--- src/hw/rtl/b64e_pkg.sv ---
// Shared types, constants and the symbol-to-ASCII mapping for the Base64 encoder.
// No dependencies.
package b64e_pkg;

    localparam int QUEUE_DEPTH = 2;
    localparam int QUEUE_AW    = $clog2(QUEUE_DEPTH);

    localparam logic [6:0] CHAR_PAD   = 7'h3d;
    localparam logic [6:0] CHAR_PLUS  = 7'h2b;
    localparam logic [6:0] CHAR_SLASH = 7'h2f;
    localparam logic [6:0] CHAR_MINUS = 7'h2d;
    localparam logic [6:0] CHAR_UNDER = 7'h5f;
    localparam logic [6:0] CHAR_UPPER = 7'h41;
    localparam logic [6:0] CHAR_LOWER = 7'h61;
    localparam logic [6:0] CHAR_DIGIT = 7'h30;

    localparam logic [1:0] POS_FIRST  = 2'd0;
    localparam logic [1:0] POS_SECOND = 2'd1;
    localparam logic [1:0] POS_THIRD  = 2'd2;
    localparam logic [1:0] POS_UNUSED = 2'd3;

    // One classified byte: up to four characters, index of the last one, end flag.
    typedef struct packed {
        logic [3:0][6:0] chars;
        logic [1:0]      last_idx;
        logic            final_flag;
    } t_entry;

    function automatic logic [6:0] map_symbol(input logic [5:0] sym, input logic url);
        logic [6:0] s7;
        logic [6:0] ch;
        s7 = {1'b0, sym};
        if (sym < 6'd26) begin
            ch = CHAR_UPPER + s7;
        end else if (sym < 6'd52) begin
            ch = CHAR_LOWER + s7 - 7'd26;
        end else if (sym < 6'd62) begin
            ch = CHAR_DIGIT + s7 - 7'd52;
        end else if (sym == 6'd62) begin
            ch = url ? CHAR_MINUS : CHAR_PLUS;
        end else begin
            ch = url ? CHAR_UNDER : CHAR_SLASH;
        end
        return ch;
    endfunction

endpackage

--- src/hw/rtl/b64e_front.sv ---
// Front end: accepts bytes, tracks group position and leftover bits, builds queue entries.
// Depends on b64e_pkg.
module b64e_front import b64e_pkg::*; (
    input  logic       i_clk,
    input  logic       i_rst_n,
    input  logic       i_cfg_we,
    input  logic       i_cfg_wdata,
    input  logic       i_accept,
    input  logic [7:0] i_data_byte,
    input  logic       i_is_final_byte,
    output t_entry     o_entry
);

    logic       r_url;
    logic [1:0] r_pos;
    logic [3:0] r_carry;
    logic [1:0] n_pos;
    logic [3:0] n_carry;
    t_entry     n_entry;

    always_comb begin
        n_entry = '0;
        n_pos   = r_pos;
        n_carry = r_carry;
        unique case (r_pos)
            POS_SECOND: begin
                n_entry.chars[0] = map_symbol({r_carry[1:0], i_data_byte[7:4]}, r_url);
                n_carry = i_data_byte[3:0];
                n_pos   = POS_THIRD;
                if (i_is_final_byte) begin
                    n_entry.chars[1] = map_symbol({i_data_byte[3:0], 2'b00}, r_url);
                    n_entry.chars[2] = CHAR_PAD;
                    n_entry.last_idx = r_url ? 2'd1 : 2'd2;
                end
            end
            POS_THIRD: begin
                n_entry.chars[0] = map_symbol({r_carry, i_data_byte[7:6]}, r_url);
                n_entry.chars[1] = map_symbol(i_data_byte[5:0], r_url);
                n_entry.last_idx = 2'd1;
                n_carry = 4'd0;
                n_pos   = POS_FIRST;
            end
            POS_FIRST, POS_UNUSED: begin
                n_entry.chars[0] = map_symbol(i_data_byte[7:2], r_url);
                n_carry = {2'b00, i_data_byte[1:0]};
                n_pos   = POS_SECOND;
                if (i_is_final_byte) begin
                    n_entry.chars[1] = map_symbol({i_data_byte[1:0], 4'b0000}, r_url);
                    n_entry.chars[2] = CHAR_PAD;
                    n_entry.chars[3] = CHAR_PAD;
                    n_entry.last_idx = r_url ? 2'd1 : 2'd3;
                end
            end
            default: begin
                n_pos = POS_FIRST;
            end
        endcase
        n_entry.final_flag = i_is_final_byte;
        if (i_is_final_byte) begin
            n_pos   = POS_FIRST;
            n_carry = 4'd0;
        end
    end

    always_ff @(posedge i_clk) begin
        if (!i_rst_n) begin
            r_url   <= 1'b0;
            r_pos   <= POS_FIRST;
            r_carry <= 4'd0;
        end else begin
            if (i_cfg_we) begin
                r_url <= i_cfg_wdata;
            end
            if (i_accept) begin
                r_pos   <= n_pos;
                r_carry <= n_carry;
            end
        end
    end

    assign o_entry = n_entry;

endmodule

--- src/hw/rtl/b64e_queue.sv ---
// Short entry queue between front and back ends.
// Depends on b64e_pkg.
module b64e_queue import b64e_pkg::*; (
    input  logic   i_clk,
    input  logic   i_rst_n,
    input  logic   i_wr,
    input  t_entry i_wr_data,
    input  logic   i_rd,
    output t_entry o_rd_data,
    output logic   o_full,
    output logic   o_empty
);

    t_entry              r_mem [QUEUE_DEPTH];
    logic [QUEUE_AW-1:0] r_wr_ptr;
    logic [QUEUE_AW-1:0] r_rd_ptr;
    logic [QUEUE_AW:0]   r_count;
    logic                wr_en;
    logic                rd_en;

    assign o_full  = (r_count == (QUEUE_AW+1)'(QUEUE_DEPTH));
    assign o_empty = (r_count == '0);
    assign wr_en   = i_wr && !o_full;
    assign rd_en   = i_rd && !o_empty;

    always_ff @(posedge i_clk) begin
        if (wr_en) begin
            r_mem[r_wr_ptr] <= i_wr_data;
        end
    end

    always_ff @(posedge i_clk) begin
        if (!i_rst_n) begin
            r_wr_ptr <= '0;
            r_rd_ptr <= '0;
            r_count  <= '0;
        end else begin
            if (wr_en) begin
                r_wr_ptr <= (r_wr_ptr == QUEUE_AW'(QUEUE_DEPTH - 1)) ? '0 : r_wr_ptr + 1'b1;
            end
            if (rd_en) begin
                r_rd_ptr <= (r_rd_ptr == QUEUE_AW'(QUEUE_DEPTH - 1)) ? '0 : r_rd_ptr + 1'b1;
            end
            if (wr_en && !rd_en) begin
                r_count <= r_count + 1'b1;
            end else if (rd_en && !wr_en) begin
                r_count <= r_count - 1'b1;
            end
        end
    end

    assign o_rd_data = r_mem[r_rd_ptr];

endmodule

--- src/hw/rtl/b64e_back.sv ---
// Back end: steps through the characters of the head entry into the output register.
// Depends on b64e_pkg.
module b64e_back import b64e_pkg::*; (
    input  logic       i_clk,
    input  logic       i_rst_n,
    input  t_entry     i_head,
    input  logic       i_head_valid,
    output logic       o_head_pop,
    input  logic       i_pop,
    output logic       o_empty,
    output logic [6:0] o_out_char,
    output logic       o_is_final_char
);

    logic       r_out_valid;
    logic [6:0] r_out_char;
    logic       r_out_final;
    logic [1:0] r_idx;
    logic       load;
    logic       at_last;

    assign load       = i_head_valid && (!r_out_valid || i_pop);
    assign at_last    = (r_idx == i_head.last_idx);
    assign o_head_pop = load && at_last;

    always_ff @(posedge i_clk) begin
        if (!i_rst_n) begin
            r_out_valid <= 1'b0;
            r_idx       <= 2'd0;
        end else begin
            if (load) begin
                r_out_valid <= 1'b1;
                r_idx       <= at_last ? 2'd0 : r_idx + 2'd1;
            end else if (i_pop) begin
                r_out_valid <= 1'b0;
            end
        end
    end

    always_ff @(posedge i_clk) begin
        if (load) begin
            r_out_char  <= i_head.chars[r_idx];
            r_out_final <= i_head.final_flag && at_last;
        end
    end

    assign o_empty         = !r_out_valid;
    assign o_out_char      = r_out_char;
    assign o_is_final_char = r_out_final;

endmodule

--- src/hw/rtl/base64_stream_encoder_core.sv ---
// Base64 stream encoder, top level: front end, entry queue, back end.
// Depends on b64e_pkg, b64e_front, b64e_queue, b64e_back.
// An accepted byte's entry is written into the queue; the back end then loads its
// characters into the output register, one character per cycle while entries wait and the receiver pops,
// so a byte yields 1 or 2 characters and a final byte up to 4, per the entry's last index.
// Reset: synchronous, active low; clears queue, group position, leftover bits and mode.
module base64_stream_encoder_core import b64e_pkg::*; (
    input  logic       i_clk,
    input  logic       i_rst_n,
    input  logic       i_cfg_we,
    input  logic       i_cfg_wdata,
    input  logic       push,
    output logic       full,
    input  logic [7:0] i_data_byte,
    input  logic       i_is_final_byte,
    output logic       empty,
    input  logic       pop,
    output logic [6:0] o_out_char,
    output logic       o_is_final_char
);

    t_entry front_entry;
    t_entry head_entry;
    logic   q_full;
    logic   q_empty;
    logic   head_pop;
    logic   accept;

    assign accept = push && !q_full;
    assign full   = q_full;

    b64e_front u_front (
        .i_clk           (i_clk),
        .i_rst_n         (i_rst_n),
        .i_cfg_we        (i_cfg_we),
        .i_cfg_wdata     (i_cfg_wdata),
        .i_accept        (accept),
        .i_data_byte     (i_data_byte),
        .i_is_final_byte (i_is_final_byte),
        .o_entry         (front_entry)
    );

    b64e_queue u_queue (
        .i_clk     (i_clk),
        .i_rst_n   (i_rst_n),
        .i_wr      (accept),
        .i_wr_data (front_entry),
        .i_rd      (head_pop),
        .o_rd_data (head_entry),
        .o_full    (q_full),
        .o_empty   (q_empty)
    );

    b64e_back u_back (
        .i_clk           (i_clk),
        .i_rst_n         (i_rst_n),
        .i_head          (head_entry),
        .i_head_valid    (!q_empty),
        .o_head_pop      (head_pop),
        .i_pop           (pop),
        .o_empty         (empty),
        .o_out_char      (o_out_char),
        .o_is_final_char (o_is_final_char)
    );

endmodule

--- config.mk ---
export PLATFORM = sky130hd
export DESIGN_NAME = base64_stream_encoder_core
export DESIGN_NICKNAME = d
export VERILOG_FILES = /design/src/hw/rtl/b64e_pkg.sv /design/src/hw/rtl/b64e_front.sv /design/src/hw/rtl/b64e_queue.sv /design/src/hw/rtl/b64e_back.sv /design/src/hw/rtl/base64_stream_encoder_core.sv
export SDC_FILE = /design/constraint.sdc
export NUM_CORES = 1
export LEC_CHECK = 0
export BUFFER_PORTS_ARGS = -buffer_cell sky130_fd_sc_hd__buf_2
export CORE_MARGIN = 5
export CORE_UTILIZATION = 65
export CTS_CLUSTER_SIZE = 25
export DETAILED_ROUTE_END_ITERATION = 16
export GPL_TIMING_DRIVEN = 0
export PLACE_DENSITY = 0.83
export SYNTH_ARGS = -nofsm -noshare
export SYNTH_HDL_FRONTEND = slang
export SYNTH_HIERARCHICAL = 1
export SYNTH_SLANG_ARGS = --single-unit
--- constraint.sdc ---
create_clock -name i_clk -period 4.1 [get_ports i_clk]
set_input_delay 0.41 -clock i_clk [delete_from_list [all_inputs] [get_ports i_clk]]
set_output_delay 0.41 -clock i_clk [all_outputs]
set_load 0.01 [all_outputs]
# --- Word-level counts from Yosys, hierarchy flattened ---
# Memories as Yosys holds them, arrays and structs flattened. A register that Yosys moved wholly into a read port is not among the register bits.
# Cells that the tools add are included.
totals:
  word_cells: 143
  mem_bits_rw: 60
  n_memories: 1
  rom_bits: 0
  input_bits: 15
  latchBits: 0
  output_inout_bits: 10
  reg_bits: 22
op_classes:
  magnitude_cmp: 19
  shift: 0
  n_eq_ne: 9
  mul: 0
  div: 0
  n_reduce_logical: 19
  n_mux: 50
  bitwise: 0
  n_addsub: 35
memory_table:
  columns: ["memory", "depth", "width", "read_ports", "rd_clocked_by_memory_dff", "wr", "line_no", "rtl"]
  rows:
  - ["u_queue.r_mem", 2, 30, 1, 1, 1, "b64e_queue.sv:14", "t_entry r_mem [QUEUE_DEPTH];"]
op_table:
  columns: ["operator", "count"]
  rows:
  - ["7-bit 2-to-1 mux", 24]
  - ["7-bit by 6-bit adder with 7-bit output (first input constant)", 12]
  - ["6-bit < comparator (second input constant)", 12]
  - ["16-bit case mux with 3 select lines", 1]
  - ["6-bit by 6-bit adder with 7-bit output (first input constant)", 6]
  - ["7-bit by 5-bit subtractor with 7-bit output (second input constant)", 6]
  - ["7-bit by 6-bit subtractor with 7-bit output (second input constant)", 6]
  - ["6-bit by 5-bit < comparator with 1-bit output (second input constant)", 6]
  - ["6-bit == test (second input constant)", 4]
  - ["20-bit 2-to-1 mux", 1]
  - ["2-bit 2-to-1 mux", 8]
  - ["7-bit binary-select mux with 2-bit select", 1]
  - ["7-bit case mux with 2 select lines", 1]
  - ["13-bit 2-to-1 mux", 1]
  - ["4-bit case mux with 3 select lines", 1]
  - ["1-bit logical AND", 8]
  - ["1-bit 2-to-1 mux", 8]
  - ["2-bit == test (second input constant)", 3]
  - ["6-bit 2-to-1 mux", 1]
  - ["2-bit case mux with 3 select lines", 1]
  - ["1-bit logical NOT", 5]
  - ["2-bit by 1-bit adder with 2-bit output (second input constant)", 2]
  - ["2-bit logical NOT", 2]
  - ["4-bit 2-to-1 mux", 1]
  - ["other kinds (9)", 11]

# --- Longest topological paths before layout ---
depth:
  ltp_word: 8
  depth_mapped: 10
  mapped_depth_nobuf: 9

# --- Modules after synthesis ---
# The synthesis kept the hierarchy.
modules_own_cells:
  columns: ["module", "cells_per_inst", "area_per_inst_um2", "n_inst", "seq_area_each_um2"]
  rows:
  - ["b64e_front", 368, 2581.2, 1, 140.1]
  - ["b64e_queue", 121, 2459.9, 1, 1961.9]
  - ["b64e_back", 40, 613.1, 1, 300.3]
  - ["base64_stream_encoder_core", 2, 17.5, 1, 0.0]

# --- Least setup slack after synthesis ---
# No wires, ideal clock.
synth_timing:
  path_kind: "register to register"
  startpoint: "register u_queue.r_count[0]"
  endpoint: "memory u_queue/r_mem[0][0] (netlist name), enable pin"
  setup_ns: 0.415
  n_path_buf: 0
  required_time_ns: 3.685
  period_less_slack_ns: 2.513
  path_stages_with_launch: 6
  t_arrival_ns: 2.097
  setup_slack_ns: 1.587
  path_cell_list: "dfxtp_1 > nand2b_1 > inv_2 > nor2b_4 > inv_1 > nor3_2"
synth_between:
  elab_chain_cells: 6
synth_lines:
  columns: ["element", "line_no", "rtl"]
  rows:
  - ["from (decl)", "b64e_queue.sv:17", "logic [QUEUE_AW:0] r_count;"]
  - ["from (signal assigned)", "b64e_queue.sv:45", "r_count <= r_count + 1'b1;"]
  - ["from (signal assigned)", "b64e_queue.sv:47", "r_count <= r_count - 1'b1;"]
  - ["2-bit == test", "b64e_queue.sv:21", "assign o_full = (r_count == (QUEUE_AW+1)'(QUEUE_DEPTH));"]
  - ["named net full", "base64_stream_encoder_core.sv:13", "output logic full,"]
  - ["1-bit logical NOT", "base64_stream_encoder_core.sv:29", "assign accept = push && !q_full;"]
  - ["1-bit logical AND", "base64_stream_encoder_core.sv:29", null]
  - ["named net accept", "base64_stream_encoder_core.sv:27", "logic accept;"]
  - ["1-bit logical AND", "b64e_queue.sv:23", "assign wr_en = i_wr && !o_full;"]
  - ["1-bit 2-to-1 mux", "b64e_queue.sv:27", "if (wr_en) begin"]
  - ["1-bit 2-to-1 mux (implied by the code)", "b64e_queue.sv:28", "r_mem[r_wr_ptr] <= i_wr_data;"]
  - ["to (decl)", "b64e_queue.sv:14", null]
# The timed path passes the listed nets, and every way through them passes these cells.

==> results.py <==
metrics = {
    "power_and_ir_drop": {
        "power_density_mw_per_mm2": 465.8,
        "leakagePower_nw": 2.294,
        "peakVddDrop_mv": 0.2249,
    },
    "synth": {
        "synthesis.instances": 531,
        "yosys.cell_types.count": 77,
        "synth_top_area_share_pct": 37.06,
        "synth.ff_latch_count": 85,
        "synth_ff_type": "edfxtp_1",
        "synth_largest_area_cell": "edfxtp_1",
        "ys_warn_count": 6,
        "synth.area.top_cells": "edfxtp_1 37%, mux2_2 6.2%, ha_1 5.7%, dfxtp_1 5.3%, xnor2_1 3.2%",
        "synthArstFlopShare_pct": 0,
        "yosysSeqAreaShare_pct": 42.36,
        "avgSynthCellArea_um2": 10.68,
        "synth.most_common_cell": "edfxtp_1",
        "synth.cell_area_mm2": 0.005672,
        "synth_commonest_cells": "70 x edfxtp_1, 31 x mux2_2, 28 x a21oi_1",
        "synth-edff-count": 70,
    },
    "grt": {
        "antenna_found_initial": 0,
        "groute.layer.met3.usage_pct": 2.884,
        "met2_usage_pct": 47.30,
        "grt_max_degree": 32,
        "met1_usage_pct": 36.45,
        "busiest_layer": "met2",
        "overflow": 0,
        "grt_pass1_vias": 4373,
        "grt_pass1_wl_um": 22860,
        "grt_util_all_layers_pct": 27.83,
    },
    "worst_setup_path": {
        "endpoint_kind": "register",
        "cp.required_ns": 4.17,
        "cp-start-kind": "input port",
        "crit_type": "in -> reg",
        "crit_fanout": 10,
        "crit_arrival_ns": 2.86,
    },
    "timing": {
        "rsz0062_at_grt": "no",
        "fmax_mhz": 357.8,
        "finalMaxSlewViolations": 0,
        "worst_pin_slew_ns": 0.8803,
        "post-route-min-period_ns": 2.795,
        "setup_viol": 0,
        "worst_slack_ns": 1.305,
        "finClkSkew_ns": 0.008225,
        "relSlewSlack_pct": 41.12,
        "period_share_pct": 68.17,
        "finalSetupTns_ns": 0,
        "finalHoldViolations": 0,
    },
    "clock_network": {
        "path_clk_slew_ns": 0.09,
        "ctsRootBufferMaster": "clkbuf_8",
        "cts_tree": "done",
        "cts_htree_levels": 3,
        "ctsHoldBuffers": 0,
        "post_cts_buffers": 0,
        "post_cts_resized": 0,
        "cts-buffers-inserted": 9,
        "clk_path_buf_depth": 2,
        "clk_latency_ns": 0.35,
        "clock_sinks": 85,
    },
    "detailed_routing": {
        "antenna_left": 0,
        "dr.pass1.iters": 5,
        "vias": 4498,
        "drc": 0,
        "totalWireLength_um": 14360,
        "wl_per_cell_um": 21.05,
        "drtIter0Drc": 414,
        "via_per_inst": 6.595,
    },
    "die": {
        "initial_utilization_pct": 66.00,
        "die_area_mm2": 0.01069,
        "die_h_um": 103.4,
        "ios": 25,
        "rows": 34,
        "die_w_um": 103.4,
        "core-area_mm2": 0.008593,
    },
    "cells_and_area": {
        "drive_gt1_share_pct": 23.17,
        "nets": 610,
        "diodes": 0,
        "area_growth_pct": 8.935,
    },
    "placed_design": {
        "hpwl_um": 10490,
        "gp_congestion": 0.9678,
        "pre_cts_ws_ns": 1.010,
        "port-buffer-count": 23,
    },
    "run": {
        "drv_cap": 0,
    },
    "status": {
        "status": "finished, final reports clean",
    },
    "min_path": {
        "hp-class": "in -> reg",
    },
}
-- per-stage QoR --
step	cells	hold WS, ns	power (W)	utilization [%]	instance area [µm²]
floorplan	534	0.4833	0.001963	-	5683
global placement	665	0.4951	0.002181	69.04	5933
detailed placement	666	0.5253	0.002287	69.44	5967
CTS	682	0.2211	0.002882	71.88	6177
global route	682	0.2153	0.003013	71.90	6178
finish	682	0.2455	0.002878	71.90	6178
-- worst max-delay path, cell delays in order --
cell	delay (ns)
buf_2	0.11
buf_2	0.24
buf_2	0.30
inv_1	0.11
ha_1	0.29
nand2b_1	0.29
a21oi_2	0.29
a22oi_1	0.10
and3_1	0.19
or4_1	0.54
-- cell families after synthesis --
kind of cell	Yosys count	synth area share, %
other cells	1	0.06612
simple gates	135	13.39
compound gates	140	17.38
buf+inv	72	6.596
flops	85	42.36
fa+ha+maj	26	5.736
xor+xnor	27	4.169
mux	45	10.30
-- where the power goes --
part / internal, W / switching, W / total, W / leakage, nW
Sequential: 0.00121 / 0.0000784 / 0.00129 / 0.781
Combinational: 0.000426 / 0.000570 / 0.000996 / 1.41
Clock: 0.000297 / 0.000294 / 0.000591 / 0.107
-- flip-flops by register name, indices dropped and copies added, names as in the netlist, named ones only --
signal	flops
u_queue/r_wr_ptr	1
u_back/r_out_valid	1
u_back/r_idx	2
u_queue/r_rd_ptr	1
u_back/o_is_final_char	1
u_front/r_carry	4
u_queue/r_count	2
u_front/r_url	1
u_back/o_out_char	7
u_front/r_pos	2
u_queue/r_mem	62
-- per-layer routing --
metal / share of wire, % / wire length (µm)
met5: 0 / 0
met4: 3.2 / 455
met3: 5.6 / 801
met2: 50 / 7159
met1: 41 / 5939
-- area by class of cell --
type / count / area, µm²
plain buffers: 47 / 280.3
clock buffers: 11 / 173.9
clock inverters: 5 / 36.28
fillers: 616 / 2415
inverters: 25 / 93.84
multi-input cells: 377 / 2914
flip-flops and latches: 85 / 2402
well taps: 108 / 135.1
repair buffers: 24 / 142.6
-- cell usage in the layout (no fill, tap or decap), types with 4 or more instances in the layout --
| cell type | count |
|---|---|
| xnor2_1 | 21 |
| conb_1 | 4 |
| xor2_1 | 6 |
| dfxtp_1 | 15 |
| nand2b_1 | 13 |
| o22ai_1 | 6 |
| o31ai_1 | 6 |
| nor2b_1 | 5 |
| o21ai_0 | 26 |
| a211oi_1 | 8 |
| mux4_2 | 5 |
| a21boi_0 | 4 |
| mux2_2 | 31 |
| o211ai_1 | 5 |
| or4_1 | 5 |
| ha_1 | 26 |
| buf_2 | 43 |
| a31oi_1 | 8 |
| mux2i_1 | 7 |
| inv_1 | 22 |
| nor4_1 | 4 |
| buf_4 | 15 |
| clkbuf_8 | 9 |
| a21oi_1 | 28 |
| nor2_1 | 19 |
| nand2_1 | 26 |
| nand4_1 | 5 |
| edfxtp_1 | 70 |
| a211o_1 | 5 |
| a21o_1 | 4 |
| clkbuf_1 | 7 |
| nand3_1 | 20 |
| and2_1 | 9 |
| nor3_1 | 5 |
-- worst paths after layout --
path | slack [ns] | cells after the start | from | end
max | 1.30 | 10 | i_data_byte[7] | u_queue/r_mem[1][8]
max reg2reg | 1.44 | 8 | register | u_queue/r_count[1]
min | 0.25 | 1 | i_is_final_byte | u_queue/r_mem[0][0]
min reg2reg | 0.54 | 2 | u_queue/r_count[1] | u_queue/r_count[1]
Note: power is estimated with default switching activity, not from simulation.
